File: src/tgb_ram.sv
// generic simple dual port ram with registered read
`timescale 1ns / 1ps
`default_nettype none

module tgb_ram #(
    parameter int WIDTH = 8,
    parameter int DEPTH = 256,
    localparam int AW   = $clog2(DEPTH)
) (
    input  wire logic             aclk,
    input  wire logic             we,
    input  wire logic [AW-1:0]    waddr,
    input  wire logic [WIDTH-1:0] wdata,
    input  wire logic             re,
    input  wire logic [AW-1:0]    raddr,
    output logic      [WIDTH-1:0] rdata
);

    logic [WIDTH-1:0] mem [DEPTH];

    // write port and registered read port
    always_ff @(posedge aclk) begin
        if (we) begin
            mem[waddr] <= wdata;
        end
        if (re) begin
            rdata <= mem[raddr];
        end
    end

endmodule

`default_nettype wire

File: config.mk
export PLATFORM = sky130hd
export DESIGN_NAME = tgb_ram
export DESIGN_NICKNAME = d
export VERILOG_FILES = /design/src/tgb_ram.sv
export SDC_FILE = /design/constraint.sdc
export NUM_CORES = 2
export LEC_CHECK = 0
export BUFFER_PORTS_ARGS = -buffer_cell sky130_fd_sc_hd__clkbuf_2
export CORE_UTILIZATION = 40
export CTS_BUF_LIST = sky130_fd_sc_hd__clkbuf_8
export DETAILED_ROUTE_END_ITERATION = 8
export HOLD_SLACK_MARGIN = 0.12
export SETUP_SLACK_MARGIN = 0.1
export SYNTH_ARGS = -nofsm -noshare
export SYNTH_HDL_FRONTEND = slang
export SYNTH_SLANG_ARGS = --single-unit
export TNS_END_PERCENT = 50
File: constraint.sdc
create_clock -name aclk -period 3.5 [get_ports aclk]
set_clock_uncertainty 0.05 [all_clocks]
set_input_delay 0.875 -clock aclk [delete_from_list [all_inputs] [get_ports aclk]]
set_output_delay 0.875 -clock aclk [all_outputs]
set_load 0.02 [all_outputs]
==> results.md <==
- Largest net degree at the start of global routing: 95
- Final period util: 0.952
- CP startpoint kind: input port
- Layout cells sized above 1: 0.331
- Post-route DRC: 0
- Synth Register Bits: about 2100
- Hold depth: 1
- Setup violations, final: 0
- Number of synthesized flops with an enable pin: approximately 2100
- CTS buffer count: 340
- H-tree levels: 5
- Initial antenna violation count: 6
- Fin nets: 4591
- CP arrival: roughly 4000 ps
- Post CTS Setup Buffer Count: 0
- Hold Crit Class: input port to register
- Worst slack at placement: -831 ps
- Async set-reset flop share out of synthesis: 0
- Sequential area share after synthesis: 0.775
- Slew headroom: 0.0786
- Final cell count without fillers: about 7400
- Die height: 448 µm
- Unrepaired setup endpoints after global routing: false
- GPL Wtd Cong: roughly 0.86
- Post-Place Cells: around 7000
- Reg clk slew, reported paths: ~60 ps
- First drt pass iteration count: 8
- Reg2Reg Depth: 7
- Worst-path fanout max: 23
- Cell variety after synth: 54
- P per Cell Area: 520 mW/mm²
- CTS tree: done
- Via/cell ratio: between 5 and 6
- Detail Placement HPWL: roughly 130000 µm
- Die W: about 450 µm
- ANT nets after route: 0
- Post-Syn Nets: 3760
- Worst-margin pin slew: 1370 ps
- Cell Rows: 163
- Global Route Usage Sum: 0.206
- Mean area per synthesized cell: roughly 21 µm²
- Vias in the first global route: around 42000
- Synth Instances: between 3000 and 4000
- Clock root buffer: clkbuf_8
- Core Box Area: 0.198 mm²
- Synth warn: 0
- Routed vias: 41400
- WP data required: between 4000 and 5000 ps
- Setup crit end kind: register
- Max-cap violation count: 0
- Starting Density: 0.403
- Top_reg_cell synth: edfxtp_1
- Drt wl/cell: 27.8 µm
- # hold bufs at CTS: 0
- Max-slew violations: 0
- Period minus WS final: 3330 ps
- Grt ovf: 0
- Number of clock sinks: a little over 2000
- Critical path class: input port to register
- Die area: around 0.20 mm²
- Syn Std Cell Area: between 0.07 and 0.08 mm²
- DRC marker count from the first detailed-route iteration: ~4600
- Ports: 35
- Worst-Skew Late Latency: ~1100 ps
- Area grow syn2layout: 17.7%
- PostCTS Resize Cnt: 0
- Status: finished, final reports clean
- Fin. Hold Viols: 0
- Port bufs: 34
- Max Clk Rate: approximately 0.3 GHz
- Global-route wire length before repair: roughly 300000 µm
- Setup WS post-layout: roughly 170 ps
- Lkg Pwr: 0.0306 µW
- Worst-case clock buffer depth: 4
- Maximum VDD drop: 0.300 mV
- Routed wire length: 207000 µm
## placed cells by master (no fill, tap or decap), drive strengths merged, types with 6 or more instances in the layout
master / instances
edfxtp: 2056
buf: 700
mux4: 456
clkbuf: 367
nor2: 282
mux2i: 134
a22oi: 133
inv: 111
clkinv: 111
a21oi: 96
o221ai: 47
nand3: 34
nand2: 33
nor2b: 31
o22ai: 28
nor4: 27
nor3: 22
a211oi: 16
a221oi: 14
o21ai: 12
nand4: 10
o211ai: 10
nand2b: 8
a22o: 8
diode: 7
and2: 6
## sequential cells by signal (all words and copies together) (netlist names)
name	cells
mem	2048
rdata	8
## report_power, final
part           leakage [µW]  total, µW  internal (µW)  switching (µW)
Sequential           0.0185      27200          27200            36.7
Clock               0.00338      18700           9460            9230
Combinational       0.00876       2820           1120            1700
Total                0.0306      48700          37700           11000
## logic make-up (layout without fill, tap and decap cells)
logic type / Yosys count / in the layout / share of synthesized area
flops: 2056 / 2056 / 0.775
mux: 591 / 591 / 0.146
simple gates: 466 / 466 / 0.0263
compound gates: 385 / 385 / 0.0342
buf+inv: 235 / 1297 / 0.0183
other cells: 0 / 7 / 0
## metal layers
layer	GRT usage	vias up	wire length [µm]
met4	0.0538	0	4340
met2	0.333	1639	101000
met3	0.0371	304	15000
met1	0.290	22000	86700
met5	0	-	0
li1	-	17400	-
## area by class of cell
type / instances / area, µm²
Tap cell: 2640 / 3300
Sequential cell: 2056 / 61700
Inverter: 2 / 7.51
Clock inverter: 228 / 1060
Clock buffer: 345 / 4750
Antenna cell: 7 / 17.5
Multi-Input combinational cell: 1442 / 16500
Fill cell: 16300 / 104000
Timing Repair Buffer: 722 / 6320
## final timing paths
kind	start	slack [ps]	end
setup / recovery	raddr[0]	170	rdata[1]
hold / removal	wdata[5]	230	mem[95][5]
setup reg to reg	mem[76][7]	510	rdata[7]
hold reg to reg	mem[32][5]	1100	rdata[5]
## worst max-delay path: stages
cell and delay [ps]:
buf_8 180, buf_4 240, buf_12 240, buf_4 220, mux2i_1 230, o221ai_1 230, o22ai_1 230, nor3_1 70
buf_4 150, nor4_1 1130, nor4_1 130
## cell usage after synthesis, types with 3 or more instances
library cell / count / area [µm²]
nand3_1: 34 / 170
a211oi_1: 16 / 120
or2_2: 4 / 25.0
buf_12: 8 / 160
nor3_1: 22 / 110
nor2b_1: 31 / 194
o21ai_0: 10 / 50.1
o221ai_1: 46 / 403
mux2i_1: 134 / 1340
nor4_2: 3 / 37.5
and2_1: 6 / 37.5
buf_8: 13 / 195
mux4_2: 454 / 10200
a221oi_1: 13 / 114
buf_6: 21 / 236
buf_2: 31 / 155
nand2b_1: 8 / 50.1
o22a_1: 5 / 43.8
a21oi_1: 96 / 480
buf_1: 22 / 82.6
o211ai_1: 10 / 75.1
buf_4: 27 / 203
nand4_1: 10 / 62.6
clkbuf_1: 111 / 417
nand2_1: 33 / 124
o22ai_1: 28 / 175
nor4_1: 24 / 150
o32ai_1: 4 / 35.0
a22oi_1: 133 / 998
a22o_1: 8 / 70.1
nor2_1: 282 / 1060
edfxtp_1: 2056 / 61700
## stage by stage
stage	hold WS (ps)	total power, µW	utilization	TNS (ps)	instance area (µm²)
2_1_floorplan	814	29000	-	0	79600
3_3_place_gp	1040	30500	0.445	-3790	87900
3_5_place_dp	1060	30600	0.445	-3820	87900
4_1_cts	187	49100	0.474	0	93700
5_1_grt	172	50300	0.474	0	93700
6_report	230	48700	0.474	0	93700
Note: power is estimated with default switching activity, not from simulation.
