--- src/tgb_pkg.sv ---
// shared types and constants of the keyword trie goto builder
`timescale 1ns / 1ps
`default_nettype none

package tgb_pkg;

    localparam int MAX_NODES     = 1024;
    localparam int ALPHABET_SIZE = 256;
    localparam int NODE_W        = $clog2(MAX_NODES);
    localparam int LETTER_W      = 8;
    localparam int SYM_W         = $clog2(ALPHABET_SIZE);

    typedef logic [NODE_W-1:0]   node_t;
    typedef logic [LETTER_W-1:0] letter_t;
    typedef logic [SYM_W-1:0]    sym_t;

    // highest node number that can be allocated
    localparam node_t NODE_LAST = node_t'(MAX_NODES - 1);

    // operation codes
    localparam logic OP_INSERT = 1'b0;
    localparam logic OP_LOOKUP = 1'b1;

    // input beat
    typedef struct packed {
        logic    op;
        letter_t letter;
        logic    word_start;
        logic    word_end;
        node_t   source_node;
    } in_item_t;

    // result beat
    typedef struct packed {
        node_t node;
        logic  found;
        logic  created;
        logic  is_final;
        logic  full_res;
    } out_item_t;

    // per-node record kept in the node memory
    typedef struct packed {
        node_t   first_child;
        node_t   next_sibling;
        letter_t edge_letter;
        logic    final_mark;
    } rec_t;

    localparam int REC_W = $bits(rec_t);

    // node memory read request
    typedef struct packed {
        logic  en;
        node_t addr;
    } rec_rd_t;

    // node memory write request
    typedef struct packed {
        logic  en;
        node_t addr;
        rec_t  data;
    } rec_wr_t;

    // root table access, read and write share the address
    typedef struct packed {
        logic  re;
        logic  we;
        sym_t  addr;
        node_t wdata;
    } root_req_t;

endpackage

`default_nettype wire

--- src/tgb_obuf.sv ---
// output register that holds a finished result while the receiver stalls
`timescale 1ns / 1ps
`default_nettype none

module tgb_obuf (
    input  wire logic                aclk,
    input  wire logic                aresetn,
    input  wire logic                in_valid,
    output logic                     in_ready,
    input  wire tgb_pkg::out_item_t  in_data,
    output logic                     m_valid,
    input  wire logic                m_ready,
    output tgb_pkg::out_item_t       m_data
);

    logic               valid_reg;
    tgb_pkg::out_item_t data_reg;

    assign in_ready = !valid_reg || m_ready;
    assign m_valid  = valid_reg;
    assign m_data   = data_reg;

    // valid flag
    always_ff @(posedge aclk) begin
        if (!aresetn) begin
            valid_reg <= 1'b0;
        end else if (in_valid && in_ready) begin
            valid_reg <= 1'b1;
        end else if (m_ready) begin
            valid_reg <= 1'b0;
        end
    end

    // result beat
    always_ff @(posedge aclk) begin
        if (in_valid && in_ready) begin
            data_reg <= in_data;
        end
    end

endmodule

`default_nettype wire
--- config.mk ---
export PLATFORM = sky130hd
export DESIGN_NAME = tgb_obuf
export DESIGN_NICKNAME = d
export VERILOG_FILES = /design/src/tgb_pkg.sv /design/src/tgb_obuf.sv
export SDC_FILE = /design/constraint.sdc
export NUM_CORES = 1
export LEC_CHECK = 0
export BUFFER_PORTS_ARGS = -buffer_cell sky130_fd_sc_hd__buf_2
export CORE_UTILIZATION = 29
export CTS_CLUSTER_SIZE = 25
export DETAILED_ROUTE_END_ITERATION = 6
export GPL_TIMING_DRIVEN = 0
export PLACE_DENSITY = 0.57
export SLEW_MARGIN = 25
export SYNTH_ARGS = -nofsm -noshare
export SYNTH_HDL_FRONTEND = slang
export SYNTH_SLANG_ARGS = --single-unit
--- constraint.sdc ---
create_clock -name aclk -period 1.15 [get_ports aclk]
set_input_delay 0.1725 -clock aclk [delete_from_list [all_inputs] [get_ports aclk]]
set_output_delay 0.1725 -clock aclk [all_outputs]
set_load 0.01 [all_outputs]
==> out/results.txt <==
First-pass GRT wire length - 1200 µm
Leakage - 0.312 nW
CTS tree - yes
Clk root buf - clkbuf_4
Vias in the first global route - 283
Area added between synthesis and finish - 44.5%
Remaining Overflow, GRT - 0
Cell-internal power - 810 µW
Worst Tran Pin Value - 0.192 ns
TNS Setup - 0 ns
VDD IR max - 795 µV
Post-CTS Setup Bufs - 0
Design area - 691 µm²
Max_slew headroom - 87.2%
Multi-input gate area in the final layout - 33.8 µm²
Max-Cap Viols - 0
Iteration-0 DRC Markers - 2
Layout filler cell count - 142
Mapped Area - 478 µm²
Pwr Total - 1.03 mW
Part of the power in registers - 62.2%
Insertion delay to the later sink of the worst-skew pair - 0.27 ns
Critical path's slowest cell - dfxtp_1
Post-Route WL - 805 µm
RSZ-0062 raised after global routing - false
Worst Path Max Fanout - 3
Minimum clock period - 1.02 ns
Status - complete, no violations
Endpoint type of the worst setup path - output port
Slowest stage delay, CP - 0.37 ns
Total iterations of the first detailed-routing run - 2
Die height - 42.6 µm
Hold_buf cts - 0
Dpl cells - 68
Via count - 289
Die area - 1810 µm²
Final Instance Count excl. Fillers - 72
Post-DP Area - 663 µm²
Initial antenna violation count - 0
Register area share after synthesis - 92.1%
CTS Buf Count - 3
ANT nets after route - 0
Pin count of the biggest net entering global routing - 15
Clk sinks - 15
Nets - 75
Core box area - 1520 µm²
Max Slew Vio Count - 0
R2R Setup Slk - 0.18 ns
FF/Latch Area - 440 µm²
Sw frac - 21.4%
CP arrival - 0.85 ns
Worst endpoint required time - 0.98 ns
Routed vias/inst - 4.01
CP Class - reg -> out
Layout cells sized above 1 - 71.4%
Final Hold Vio Count - 0
Cell Chain, Critical Path - nand2b_4 -> buf_2
Mapped Avg Cell Area - 25.2 µm²
Die X - 42.6 µm
Cts repair resizes - 0
Synth Register Bits - 15
Final setup violation count - 0
Hold Path Class - in -> reg
Fin Clk Skew - 0.000868 ns
P_sw - 221 µW
Drt wl/cell - 11.2 µm
DRC violations left - 0
CTS H-tree lvls - 1
Power share of the clock group - 28.3%
Port bufs - 33
PwrDens - 1490 nW/µm²
Gpl congestion - 0.597
Ys Warns - 0
Final Cycle Share - 88.9%
Total Routing Usage GR - 9.64%
Antenna diode count - 0
Startpoint types - flip-flop
Clk buf depth - 2
Clock transition at path regs - 0.09 ns
Standard-cell rows - 14
FMAX - 978 MHz
I/O pin count - 34
Post-Synthesis Cells - 19
Combinational power share - 9.5%
Syn Nets - 37
Initial Utilization - 31.4%
Synth cell types - 6
==> final timing paths <==
kind                            startpoint         to  cells after the start
worst min-delay path            in_data[5]  m_data[5]                      1
worst min register to register     m_valid    m_valid                      2
worst max-delay path               m_valid   in_ready                      2
worst max register to register     m_valid  m_data[7]                      2
==> area by class of cell <==
| class | instances | share of cell area [%] |
|---|---|---|
| flip-flops and latches | 15 | 63.8 |
| well taps | 16 | 2.90 |
| clock buffers | 3 | 3.26 |
| multi-input cells | 3 | 4.89 |
| repair buffers | 33 | 23.9 |
| clock inverters | 1 | 0.725 |
| inverters | 1 | 0.543 |
==> cell usage after synthesis <==
cell / number / area, µm²
and2_4: 1 / 8.76
nand2b_4: 1 / 13.8
edfxtp_1: 14 / 420
a21boi_2: 1 / 11.3
inv_1: 1 / 3.75
dfxtp_1: 1 / 20.0
==> flip-flops by register name (all words and copies together) (netlist names) <==
name	cells
m_data	14
m_valid	1
==> per-stage QoR <==
step	hold slack (ns)	utilization, %	setup WS (ns)
detailed placement	0.351	43.5	0.185
finish	0.0649	45.3	0.128
CTS	0.0548	45.3	0.118
global placement	0.350	43.5	0.190
global route	0.0442	45.3	0.0783
floorplan	0.271	-	0.167
==> worst max-delay path, delay by kind of cell, from the launching register on <==
kind          cells  cell delay [ns]
simple gates      1             0.07
buf+inv           1             0.13
flops             1             0.37
==> layer usage <==
| metal | routed length, µm | track usage (%) | vias to the layer above | part of all wire, % |
|---|---|---|---|---|
| met5 | 0 | 0 | - | 0 |
| met4 | 0 | 5.63 | 0 | 0 |
| met2 | 416 | 15.1 | 12 | 52 |
| met1 | 349 | 11.0 | 131 | 43 |
| li1 | - | - | 146 | - |
| met3 | 40 | 3.88 | 0 | 5.0 |
==> power by group through the flow <==
stage               Sequential [mW]  Combinational, mW  Clock, mW
finish                        0.641             0.0978      0.292
global route                  0.644              0.106      0.324
floorplan                     0.673             0.0201          0
detailed placement            0.655             0.0995          0
CTS                           0.642             0.0997      0.301
global placement              0.653             0.0970          0
==> cell families (layout without fill, tap and decap cells) <==
family / after synthesis / in the layout / share of synthesized area (%)
flops: 15 / 15 / 92.1
simple gates: 2 / 2 / 4.71
compound gates: 1 / 1 / 2.36
buf+inv: 1 / 38 / 0.785
==> cells in the final DEF (no fill, tap or decap) <==
cell,n
edfxtp_1,14
inv_1,1
nand2b_4,1
clkinv_2,1
buf_2,33
and2_4,1
a21boi_2,1
clkbuf_4,3
dfxtp_1,1
(Power assumes the default switching activity.)
