[config.mk]
export PLATFORM = sky130hd
export DESIGN_NAME = tgb_walker
export DESIGN_NICKNAME = d
export VERILOG_FILES = /design/src/tgb_pkg.sv /design/src/tgb_walker.sv
export SDC_FILE = /design/constraint.sdc
export NUM_CORES = 1
export LEC_CHECK = 0
export BUFFER_PORTS_ARGS = -buffer_cell sky130_fd_sc_hd__buf_2
export CORE_ASPECT_RATIO = 1.1
export CORE_MARGIN = 3
export CORE_UTILIZATION = 46
export DETAILED_ROUTE_END_ITERATION = 8
export SETUP_SLACK_MARGIN = 0.5
export SLEW_MARGIN = 5
export SYNTH_ARGS = -nofsm -noshare
export SYNTH_HDL_FRONTEND = slang
export SYNTH_SLANG_ARGS = --single-unit
[constraint.sdc]
create_clock -name aclk -period 3.3 [get_ports aclk]
set_input_delay 0.165 -clock aclk [delete_from_list [all_inputs] [get_ports aclk]]
set_output_delay 0.165 -clock aclk [all_outputs]
set_load 0.02 [all_outputs]
[src/tgb_pkg.sv]
// shared types and constants of the keyword trie goto builder
`timescale 1ns / 1ps
`default_nettype none

package tgb_pkg;

    localparam int MAX_NODES     = 1024;
    localparam int ALPHABET_SIZE = 256;
    localparam int NODE_W        = $clog2(MAX_NODES);
    localparam int LETTER_W      = 8;
    localparam int SYM_W         = $clog2(ALPHABET_SIZE);

    typedef logic [NODE_W-1:0]   node_t;
    typedef logic [LETTER_W-1:0] letter_t;
    typedef logic [SYM_W-1:0]    sym_t;

    // highest node number that can be allocated
    localparam node_t NODE_LAST = node_t'(MAX_NODES - 1);

    // operation codes
    localparam logic OP_INSERT = 1'b0;
    localparam logic OP_LOOKUP = 1'b1;

    // input beat
    typedef struct packed {
        logic    op;
        letter_t letter;
        logic    word_start;
        logic    word_end;
        node_t   source_node;
    } in_item_t;

    // result beat
    typedef struct packed {
        node_t node;
        logic  found;
        logic  created;
        logic  is_final;
        logic  full_res;
    } out_item_t;

    // per-node record kept in the node memory
    typedef struct packed {
        node_t   first_child;
        node_t   next_sibling;
        letter_t edge_letter;
        logic    final_mark;
    } rec_t;

    localparam int REC_W = $bits(rec_t);

    // node memory read request
    typedef struct packed {
        logic  en;
        node_t addr;
    } rec_rd_t;

    // node memory write request
    typedef struct packed {
        logic  en;
        node_t addr;
        rec_t  data;
    } rec_wr_t;

    // root table access, read and write share the address
    typedef struct packed {
        logic  re;
        logic  we;
        sym_t  addr;
        node_t wdata;
    } root_req_t;

endpackage

`default_nettype wire

[src/tgb_walker.sv]
// sequencer that walks, extends and marks the trie held in the two memories
`timescale 1ns / 1ps
`default_nettype none

module tgb_walker (
    input  wire logic                aclk,
    input  wire logic                aresetn,
    input  wire logic                s_valid,
    output logic                     s_ready,
    input  wire tgb_pkg::in_item_t   s_data,
    output tgb_pkg::rec_rd_t         rec_rd,
    output tgb_pkg::rec_wr_t         rec_wr,
    input  wire tgb_pkg::rec_t       rec_q,
    output tgb_pkg::root_req_t       root_req,
    input  wire tgb_pkg::node_t      root_q,
    output logic                     res_valid,
    output tgb_pkg::out_item_t       res_data,
    input  wire logic                res_ready
);

    typedef enum logic [7:0] {
        ST_IDLE  = 8'b0000_0001,
        ST_ROOT  = 8'b0000_0010,
        ST_HEAD  = 8'b0000_0100,
        ST_WALK  = 8'b0000_1000,
        ST_NODE  = 8'b0001_0000,
        ST_ALLOC = 8'b0010_0000,
        ST_LINK  = 8'b0100_0000,
        ST_DONE  = 8'b1000_0000
    } state_t;

    state_t                         state_reg, state_next;
    tgb_pkg::in_item_t              item_reg, item_next;
    tgb_pkg::node_t                 cur_reg, cur_next;
    tgb_pkg::node_t                 last_node_reg, last_node_next;
    tgb_pkg::node_t                 current_node_reg, current_node_next;
    tgb_pkg::node_t                 walk_node_reg, walk_node_next;
    tgb_pkg::node_t                 link_addr_reg, link_addr_next;
    tgb_pkg::rec_t                  link_rec_reg, link_rec_next;
    logic                           link_tail_reg, link_tail_next;
    tgb_pkg::out_item_t             res_reg, res_next;
    logic [tgb_pkg::ALPHABET_SIZE-1:0] root_vld_reg, root_vld_next;

    tgb_pkg::node_t start_node;
    tgb_pkg::node_t new_node;
    tgb_pkg::sym_t  item_sym;
    logic           in_letter_ok;
    logic           item_letter_ok;
    logic           hit;
    logic           miss;
    tgb_pkg::node_t hit_node;
    tgb_pkg::rec_t  hit_rec;

    // walk origin of an incoming beat
    assign start_node = (s_data.op == tgb_pkg::OP_LOOKUP) ? s_data.source_node :
                        (s_data.word_start ? '0 : current_node_reg);
    assign new_node       = last_node_reg + tgb_pkg::node_t'(1);
    assign item_sym       = item_reg.letter[tgb_pkg::SYM_W-1:0];
    assign in_letter_ok   = int'(s_data.letter) < tgb_pkg::ALPHABET_SIZE;
    assign item_letter_ok = int'(item_reg.letter) < tgb_pkg::ALPHABET_SIZE;

    assign s_ready   = (state_reg == ST_IDLE);
    assign res_valid = (state_reg == ST_DONE);
    assign res_data  = res_reg;

    // next state and memory requests
    always_comb begin
        state_next        = state_reg;
        item_next         = item_reg;
        cur_next          = cur_reg;
        last_node_next    = last_node_reg;
        current_node_next = current_node_reg;
        walk_node_next    = walk_node_reg;
        link_addr_next    = link_addr_reg;
        link_rec_next     = link_rec_reg;
        link_tail_next    = link_tail_reg;
        res_next          = res_reg;
        root_vld_next     = root_vld_reg;
        rec_rd            = '0;
        rec_wr            = '0;
        root_req          = '0;
        root_req.addr     = item_sym;
        hit               = 1'b0;
        miss              = 1'b0;
        hit_node          = walk_node_reg;
        hit_rec           = rec_q;

        unique case (state_reg)
            ST_IDLE: begin
                if (s_valid) begin
                    item_next     = s_data;
                    res_next      = '0;
                    cur_next      = start_node;
                    root_req.addr = s_data.letter[tgb_pkg::SYM_W-1:0];
                    if (!in_letter_ok) begin
                        state_next = ST_DONE;
                    end else if (start_node == '0) begin
                        root_req.re = 1'b1;
                        state_next  = ST_ROOT;
                    end else if (start_node > last_node_reg) begin
                        // never allocated, so the edge list is empty
                        state_next = ST_DONE;
                    end else begin
                        rec_rd.en   = 1'b1;
                        rec_rd.addr = start_node;
                        state_next  = ST_HEAD;
                    end
                end
            end
            ST_ROOT: begin
                if (root_vld_reg[item_sym]) begin
                    walk_node_next = root_q;
                    rec_rd.en      = 1'b1;
                    rec_rd.addr    = root_q;
                    state_next     = ST_NODE;
                end else begin
                    miss = 1'b1;
                end
            end
            ST_HEAD: begin
                link_addr_next = cur_reg;
                link_rec_next  = rec_q;
                link_tail_next = 1'b0;
                if (rec_q.first_child == '0) begin
                    miss = 1'b1;
                end else begin
                    walk_node_next = rec_q.first_child;
                    rec_rd.en      = 1'b1;
                    rec_rd.addr    = rec_q.first_child;
                    state_next     = ST_WALK;
                end
            end
            ST_WALK: begin
                if (rec_q.edge_letter == item_reg.letter) begin
                    hit = 1'b1;
                end else begin
                    link_addr_next = walk_node_reg;
                    link_rec_next  = rec_q;
                    link_tail_next = 1'b1;
                    if (rec_q.next_sibling == '0) begin
                        miss = 1'b1;
                    end else begin
                        walk_node_next = rec_q.next_sibling;
                        rec_rd.en      = 1'b1;
                        rec_rd.addr    = rec_q.next_sibling;
                    end
                end
            end
            ST_NODE: begin
                hit = 1'b1;
            end
            ST_ALLOC: begin
                // fresh record for the new node
                rec_wr.en                = 1'b1;
                rec_wr.addr              = new_node;
                rec_wr.data.first_child  = '0;
                rec_wr.data.next_sibling = '0;
                rec_wr.data.edge_letter  = item_reg.letter;
                rec_wr.data.final_mark   = item_reg.word_end;
                last_node_next           = new_node;
                current_node_next        = new_node;
                res_next.node            = new_node;
                res_next.found           = 1'b1;
                res_next.created         = 1'b1;
                res_next.is_final        = item_reg.word_end;
                if (cur_reg == '0) begin
                    root_req.we             = 1'b1;
                    root_req.wdata          = new_node;
                    root_vld_next[item_sym] = 1'b1;
                    state_next              = ST_DONE;
                end else begin
                    state_next = ST_LINK;
                end
            end
            ST_LINK: begin
                // hook the new node onto the parent list
                rec_wr.en   = 1'b1;
                rec_wr.addr = link_addr_reg;
                rec_wr.data = link_rec_reg;
                if (link_tail_reg) begin
                    rec_wr.data.next_sibling = last_node_reg;
                end else begin
                    rec_wr.data.first_child = last_node_reg;
                end
                state_next = ST_DONE;
            end
            ST_DONE: begin
                if (res_ready) begin
                    state_next = ST_IDLE;
                end
            end
            default: begin
                state_next = ST_IDLE;
            end
        endcase

        // edge found
        if (hit) begin
            res_next.node  = hit_node;
            res_next.found = 1'b1;
            if (item_reg.op == tgb_pkg::OP_LOOKUP) begin
                res_next.is_final = hit_rec.final_mark;
            end else begin
                res_next.is_final = hit_rec.final_mark | item_reg.word_end;
                current_node_next = hit_node;
                if (item_reg.word_end && !hit_rec.final_mark) begin
                    rec_wr.en              = 1'b1;
                    rec_wr.addr            = hit_node;
                    rec_wr.data            = hit_rec;
                    rec_wr.data.final_mark = 1'b1;
                end
            end
            state_next = ST_DONE;
        end

        // edge missing: lookup reports it, insert allocates or saturates
        if (miss) begin
            if (item_reg.op == tgb_pkg::OP_LOOKUP) begin
                state_next = ST_DONE;
            end else if (last_node_reg == tgb_pkg::NODE_LAST) begin
                res_next.full_res = 1'b1;
                current_node_next = cur_reg;
                state_next        = ST_DONE;
            end else begin
                state_next = ST_ALLOC;
            end
        end
        if (!item_letter_ok && state_reg != ST_IDLE) begin
            rec_wr.en   = 1'b0;
            root_req.we = 1'b0;
        end
    end

    // control state
    always_ff @(posedge aclk) begin
        if (!aresetn) begin
            state_reg        <= ST_IDLE;
            last_node_reg    <= '0;
            current_node_reg <= '0;
            root_vld_reg     <= '0;
        end else begin
            state_reg        <= state_next;
            last_node_reg    <= last_node_next;
            current_node_reg <= current_node_next;
            root_vld_reg     <= root_vld_next;
        end
    end

    // working registers
    always_ff @(posedge aclk) begin
        item_reg      <= item_next;
        cur_reg       <= cur_next;
        walk_node_reg <= walk_node_next;
        link_addr_reg <= link_addr_next;
        link_rec_reg  <= link_rec_next;
        link_tail_reg <= link_tail_next;
        res_reg       <= res_next;
    end

    // no write lands in a cycle that also reads the node memory
    a_no_rw_overlap: assert property (@(posedge aclk) disable iff (!aresetn)
        rec_wr.en |-> !rec_rd.en)
        else $error("node memory read and write in the same cycle");

    // allocation moves forward one node at a time
    a_alloc_step: assert property (@(posedge aclk) disable iff (!aresetn)
        1'b1 |=> (last_node_reg == $past(last_node_reg)) ||
                 (last_node_reg == $past(last_node_reg) + tgb_pkg::node_t'(1)))
        else $error("allocation count jumped");

    // insert position always names an allocated node
    a_cur_alloc: assert property (@(posedge aclk) disable iff (!aresetn)
        current_node_reg <= last_node_reg)
        else $error("insert position beyond allocated nodes");

    // a created node is found and never reported with full
    a_res_flags: assert property (@(posedge aclk) disable iff (!aresetn)
        res_valid && res_data.created |-> res_data.found && !res_data.full_res)
        else $error("inconsistent result flags");

endmodule

`default_nettype wire

==> flow_summary_export.csv <==
group,metric,value,unit
timing,max_freq,277,MHz
global_route,grt_max_degree,172,
detailed_routing,ant_nets,0,
synth,synth_simple_gate_area_share,23.1,%
clock_network,clk_pin_slew,0.07,ns
clock_network,cts_buffers,40,
synth,mappedNetlistArea,16900,sq um
synth,yosysMostFrequentCell,"nor2_1",
timing,setup_viol_count_final,52,
power_and_ir_drop,p_per_area,505,nW/um^2
place,hpwlAfterDp,37.4,mm
synth,yosys_warnings,0,
detailed_routing,drt_iter0_markers,1566,
clock_network,clockBufferDepth,3,
setup_path,setup.worst_path.start,"item_sym[3]",
synth,synth_fa_ha_area_share,0.817,%
setup_path,crit_chain,"buf_12 > buf_12 > mux4_2 > mux2i_1 > nor2_1 > a2111oi_4 > buf_4 > a311o_2 > a221oi_4 > buf_6 > nand2_1 > o211ai_1 > buf_4",
power_and_ir_drop,total_leakage_power,0.00878,uW
setup_path,crit_slowest_cell,"edfxtp_1",
timing,slew_viol_final,0,
setup_path,cp_data_required_time,3.13,ns
detailed_routing,drtPass1Iterations,6,
timing,min_period,3.61,ns
outcome,violations,"setup timing",
floorplan,core-area,35700,sq um
power_and_ir_drop,total_power,11200,uW
detailed_routing,wl,58.7,mm
timing,finalHoldViolCount,0,
setup_path,arrival,3.45,ns
cells_and_area,multi_input_area,8520,sq um
synth,ys_seq_area_share,48.6,%
detailed_routing,vias_per_cell,5.71,
setup_path,cp-end-kind,"output pin",
setup_path,worst_setup_path_start_kind,"register",
timing,slew_headroom,27.4,%
synth,ys_seq_elements,368,
global_route,antenna_found_initial,0,
global_route,grt_pass1_wl,87.5,mm
floorplan,fp.dieH,207,um
cells_and_area,area_growth,31.1,%
clock_network,clockRootBuffer,"clkbuf_16",
setup_path,path_buf_inv,5,
clock_network,cts_tree,"built",
hold_path,hold_path_class,"input pin to register",
setup_path,crit_family,"compound AO/OA/AOI/OAI gates",
synth,yosys.area.top_type_share,34.0,%
place,dp_worst_setup_slack,-0.0796,ns
synth,async_flop_share,0,%
clock_network,cts_sinks,368,
detailed_routing,vias,15332,
floorplan,die_w,189,um
timing,worst_pin_slew,1.09,ns
global_route,gr-usage-all-layers,29.0,%
cells_and_area,drive_above_1_share,24.7,%
setup_path,path_class,"register to output pin",
setup_path,r2r_start,"state_reg[1]",
synth,synthTopCellsByCount,"605 x nor2_1, 286 x dfxtp_1, 171 x nand2_1",
synth,avgSynthCellArea,8.89,sq um
timing,fin_crit_sh,110,%
timing,rsz0062_at_grt,"yes",
synth,synth.area.top_cells,"dfxtp_1 34%, edfxtp_1 15%, nor2_1 13%",
place,port_buffers,150,
cells_and_area,final_nets,2250,
global_route,grt_overflow,0,
floorplan,dieArea,39000,sq um
synth,synth-edff-count,82,
cells_and_area,nFillCells,2988,
timing,clock-skew-final,0.0277,ns
cells_and_area,largest_register_ffs,256,
floorplan,initial_utilization,47.2,%
synth,post-synth-top-area-cell,"dfxtp_1",
synth,ys_dominant_reg_cell,"dfxtp_1",
detailed_routing,drcViolationCount,0,
hold_path,min_from,"s_valid",
place,routabilityCongestion,0.899,
place,dpl.cell_count,2501,
clock_network,htree_levels,2,
synth,syn_nets,1971,
detailed_routing,wire_per_inst,21.8,um
floorplan,num_rows,72,
floorplan,ios,151,
synth,syn_inst,1896,
synth,synth-compound-area-share,10.6,%
cells_and_area,fin_cells,2687,
setup_path,crit_fanout,7,
synth,synthMuxAreaShare,11.3,%
timing,fin_ws,-0.315,ns
setup_path,worst_path_largest_cell_delay,0.47,ns
synth,synth_top_family_by_area,"simple AND/OR/NAND/NOR gates",
global_route,grt_pass1_vias,14918,
clock_network,insertion_delay,0.56,ns
synth,synth-xor-area-share,1.20,%
outcome,status,"finished with violations",
cells_and_area,seqCellArea,8190,sq um
synth,yosysUniqueCellTypes,68,
timing,whs,0.00754,ns
flow_run,maxCapViolations,0,
power_and_ir_drop,ir_worst_vdd,315,uV
through the flow:
step                      util (%)  setup TNS [ns]  instance area [sq um]
after floorplan                  -               0                  16900
after global placement        51.7          -0.323                  18500
after detailed placement      51.7          -0.690                  18500
after CTS                     60.1           -7.26                  21500
after global routing          61.9           -9.85                  22100
final                         61.9           -5.48                  22100
layer usage:
layer	track usage (%)	wire, um	part of all wire (%)
met5	0	0	0
met4	15.5	3410	5.8
met3	4.17	4060	6.9
met2	50.6	28800	49
met1	34.8	22400	38
layout make-up:
cell class / count / share of cell area [%]
clock buffers: 58 / 5.20
repair buffers: 359 / 15.0
multi-input cells: 1376 / 38.6
diodes: 1 / 0.0113
inverters: 30 / 0.583
clock inverters: 14 / 0.872
well taps: 481 / 2.72
flip-flops and latches: 368 / 37.1
logic make-up (layout without fill, tap and decap cells):
group,after synthesis,in the layout
other,0,1
buffers and inverters,153,461
DFF,368,368
and+or+nand+nor,935,936
xor gates and xnor gates,23,23
adders and majority gates,11,11
AOI/OAI and AO/OA,283,283
muxes,123,123
what timing repair did:
item / 4_1_cts / 5_1_grt
gates cloned: 9 / 1
hold endpoints to repair: 51 / 0
hold buffers: 50 / 0
pin swaps: 43 / 25
gates resized for setup: 200 / 120
endpoints found under the setup margin: 140 / 125
buffers inserted: 36 / 17
worst register-to-register path: cells and delay by family, from the launching register on:
family / cells / cell delay (ns)
AO/OA/AOI/OAI: 3 / 0.48
buffers and inverters: 12 / 1.16
flip-flops: 1 / 0.32
AND/OR/NAND/NOR: 4 / 1.16
worst paths after layout:
| kind | cells after the start | to | slack [ns] |
|---|---|---|---|
| max | 13 | rec_rd[4] | -0.31 |
| min | 3 | state_reg[0] | 0.008 |
| max reg2reg | 19 | state_reg[7] | 0.08 |
| min reg2reg | 2 | root_vld_reg[35] | 0.46 |
cell usage in the layout (no fill, tap or decap), drive strengths merged, types with 50 or more instances in the layout:
cell type	n
edfxtp	82
mux4	52
clkbuf	59
dlygate4sd3	50
nand2	171
nor2	605
mux2i	57
a21oi	129
buf	307
dfxtp	286
report_power, final:
| part | internal (uW) | switching [uW] |
|---|---|---|
| Combinational | 815 | 974 |
| Clock | 2750 | 1860 |
| Sequential | 4700 | 66.0 |
| Total | 8260 | 2900 |
Power figures use the tool's default switching activity.
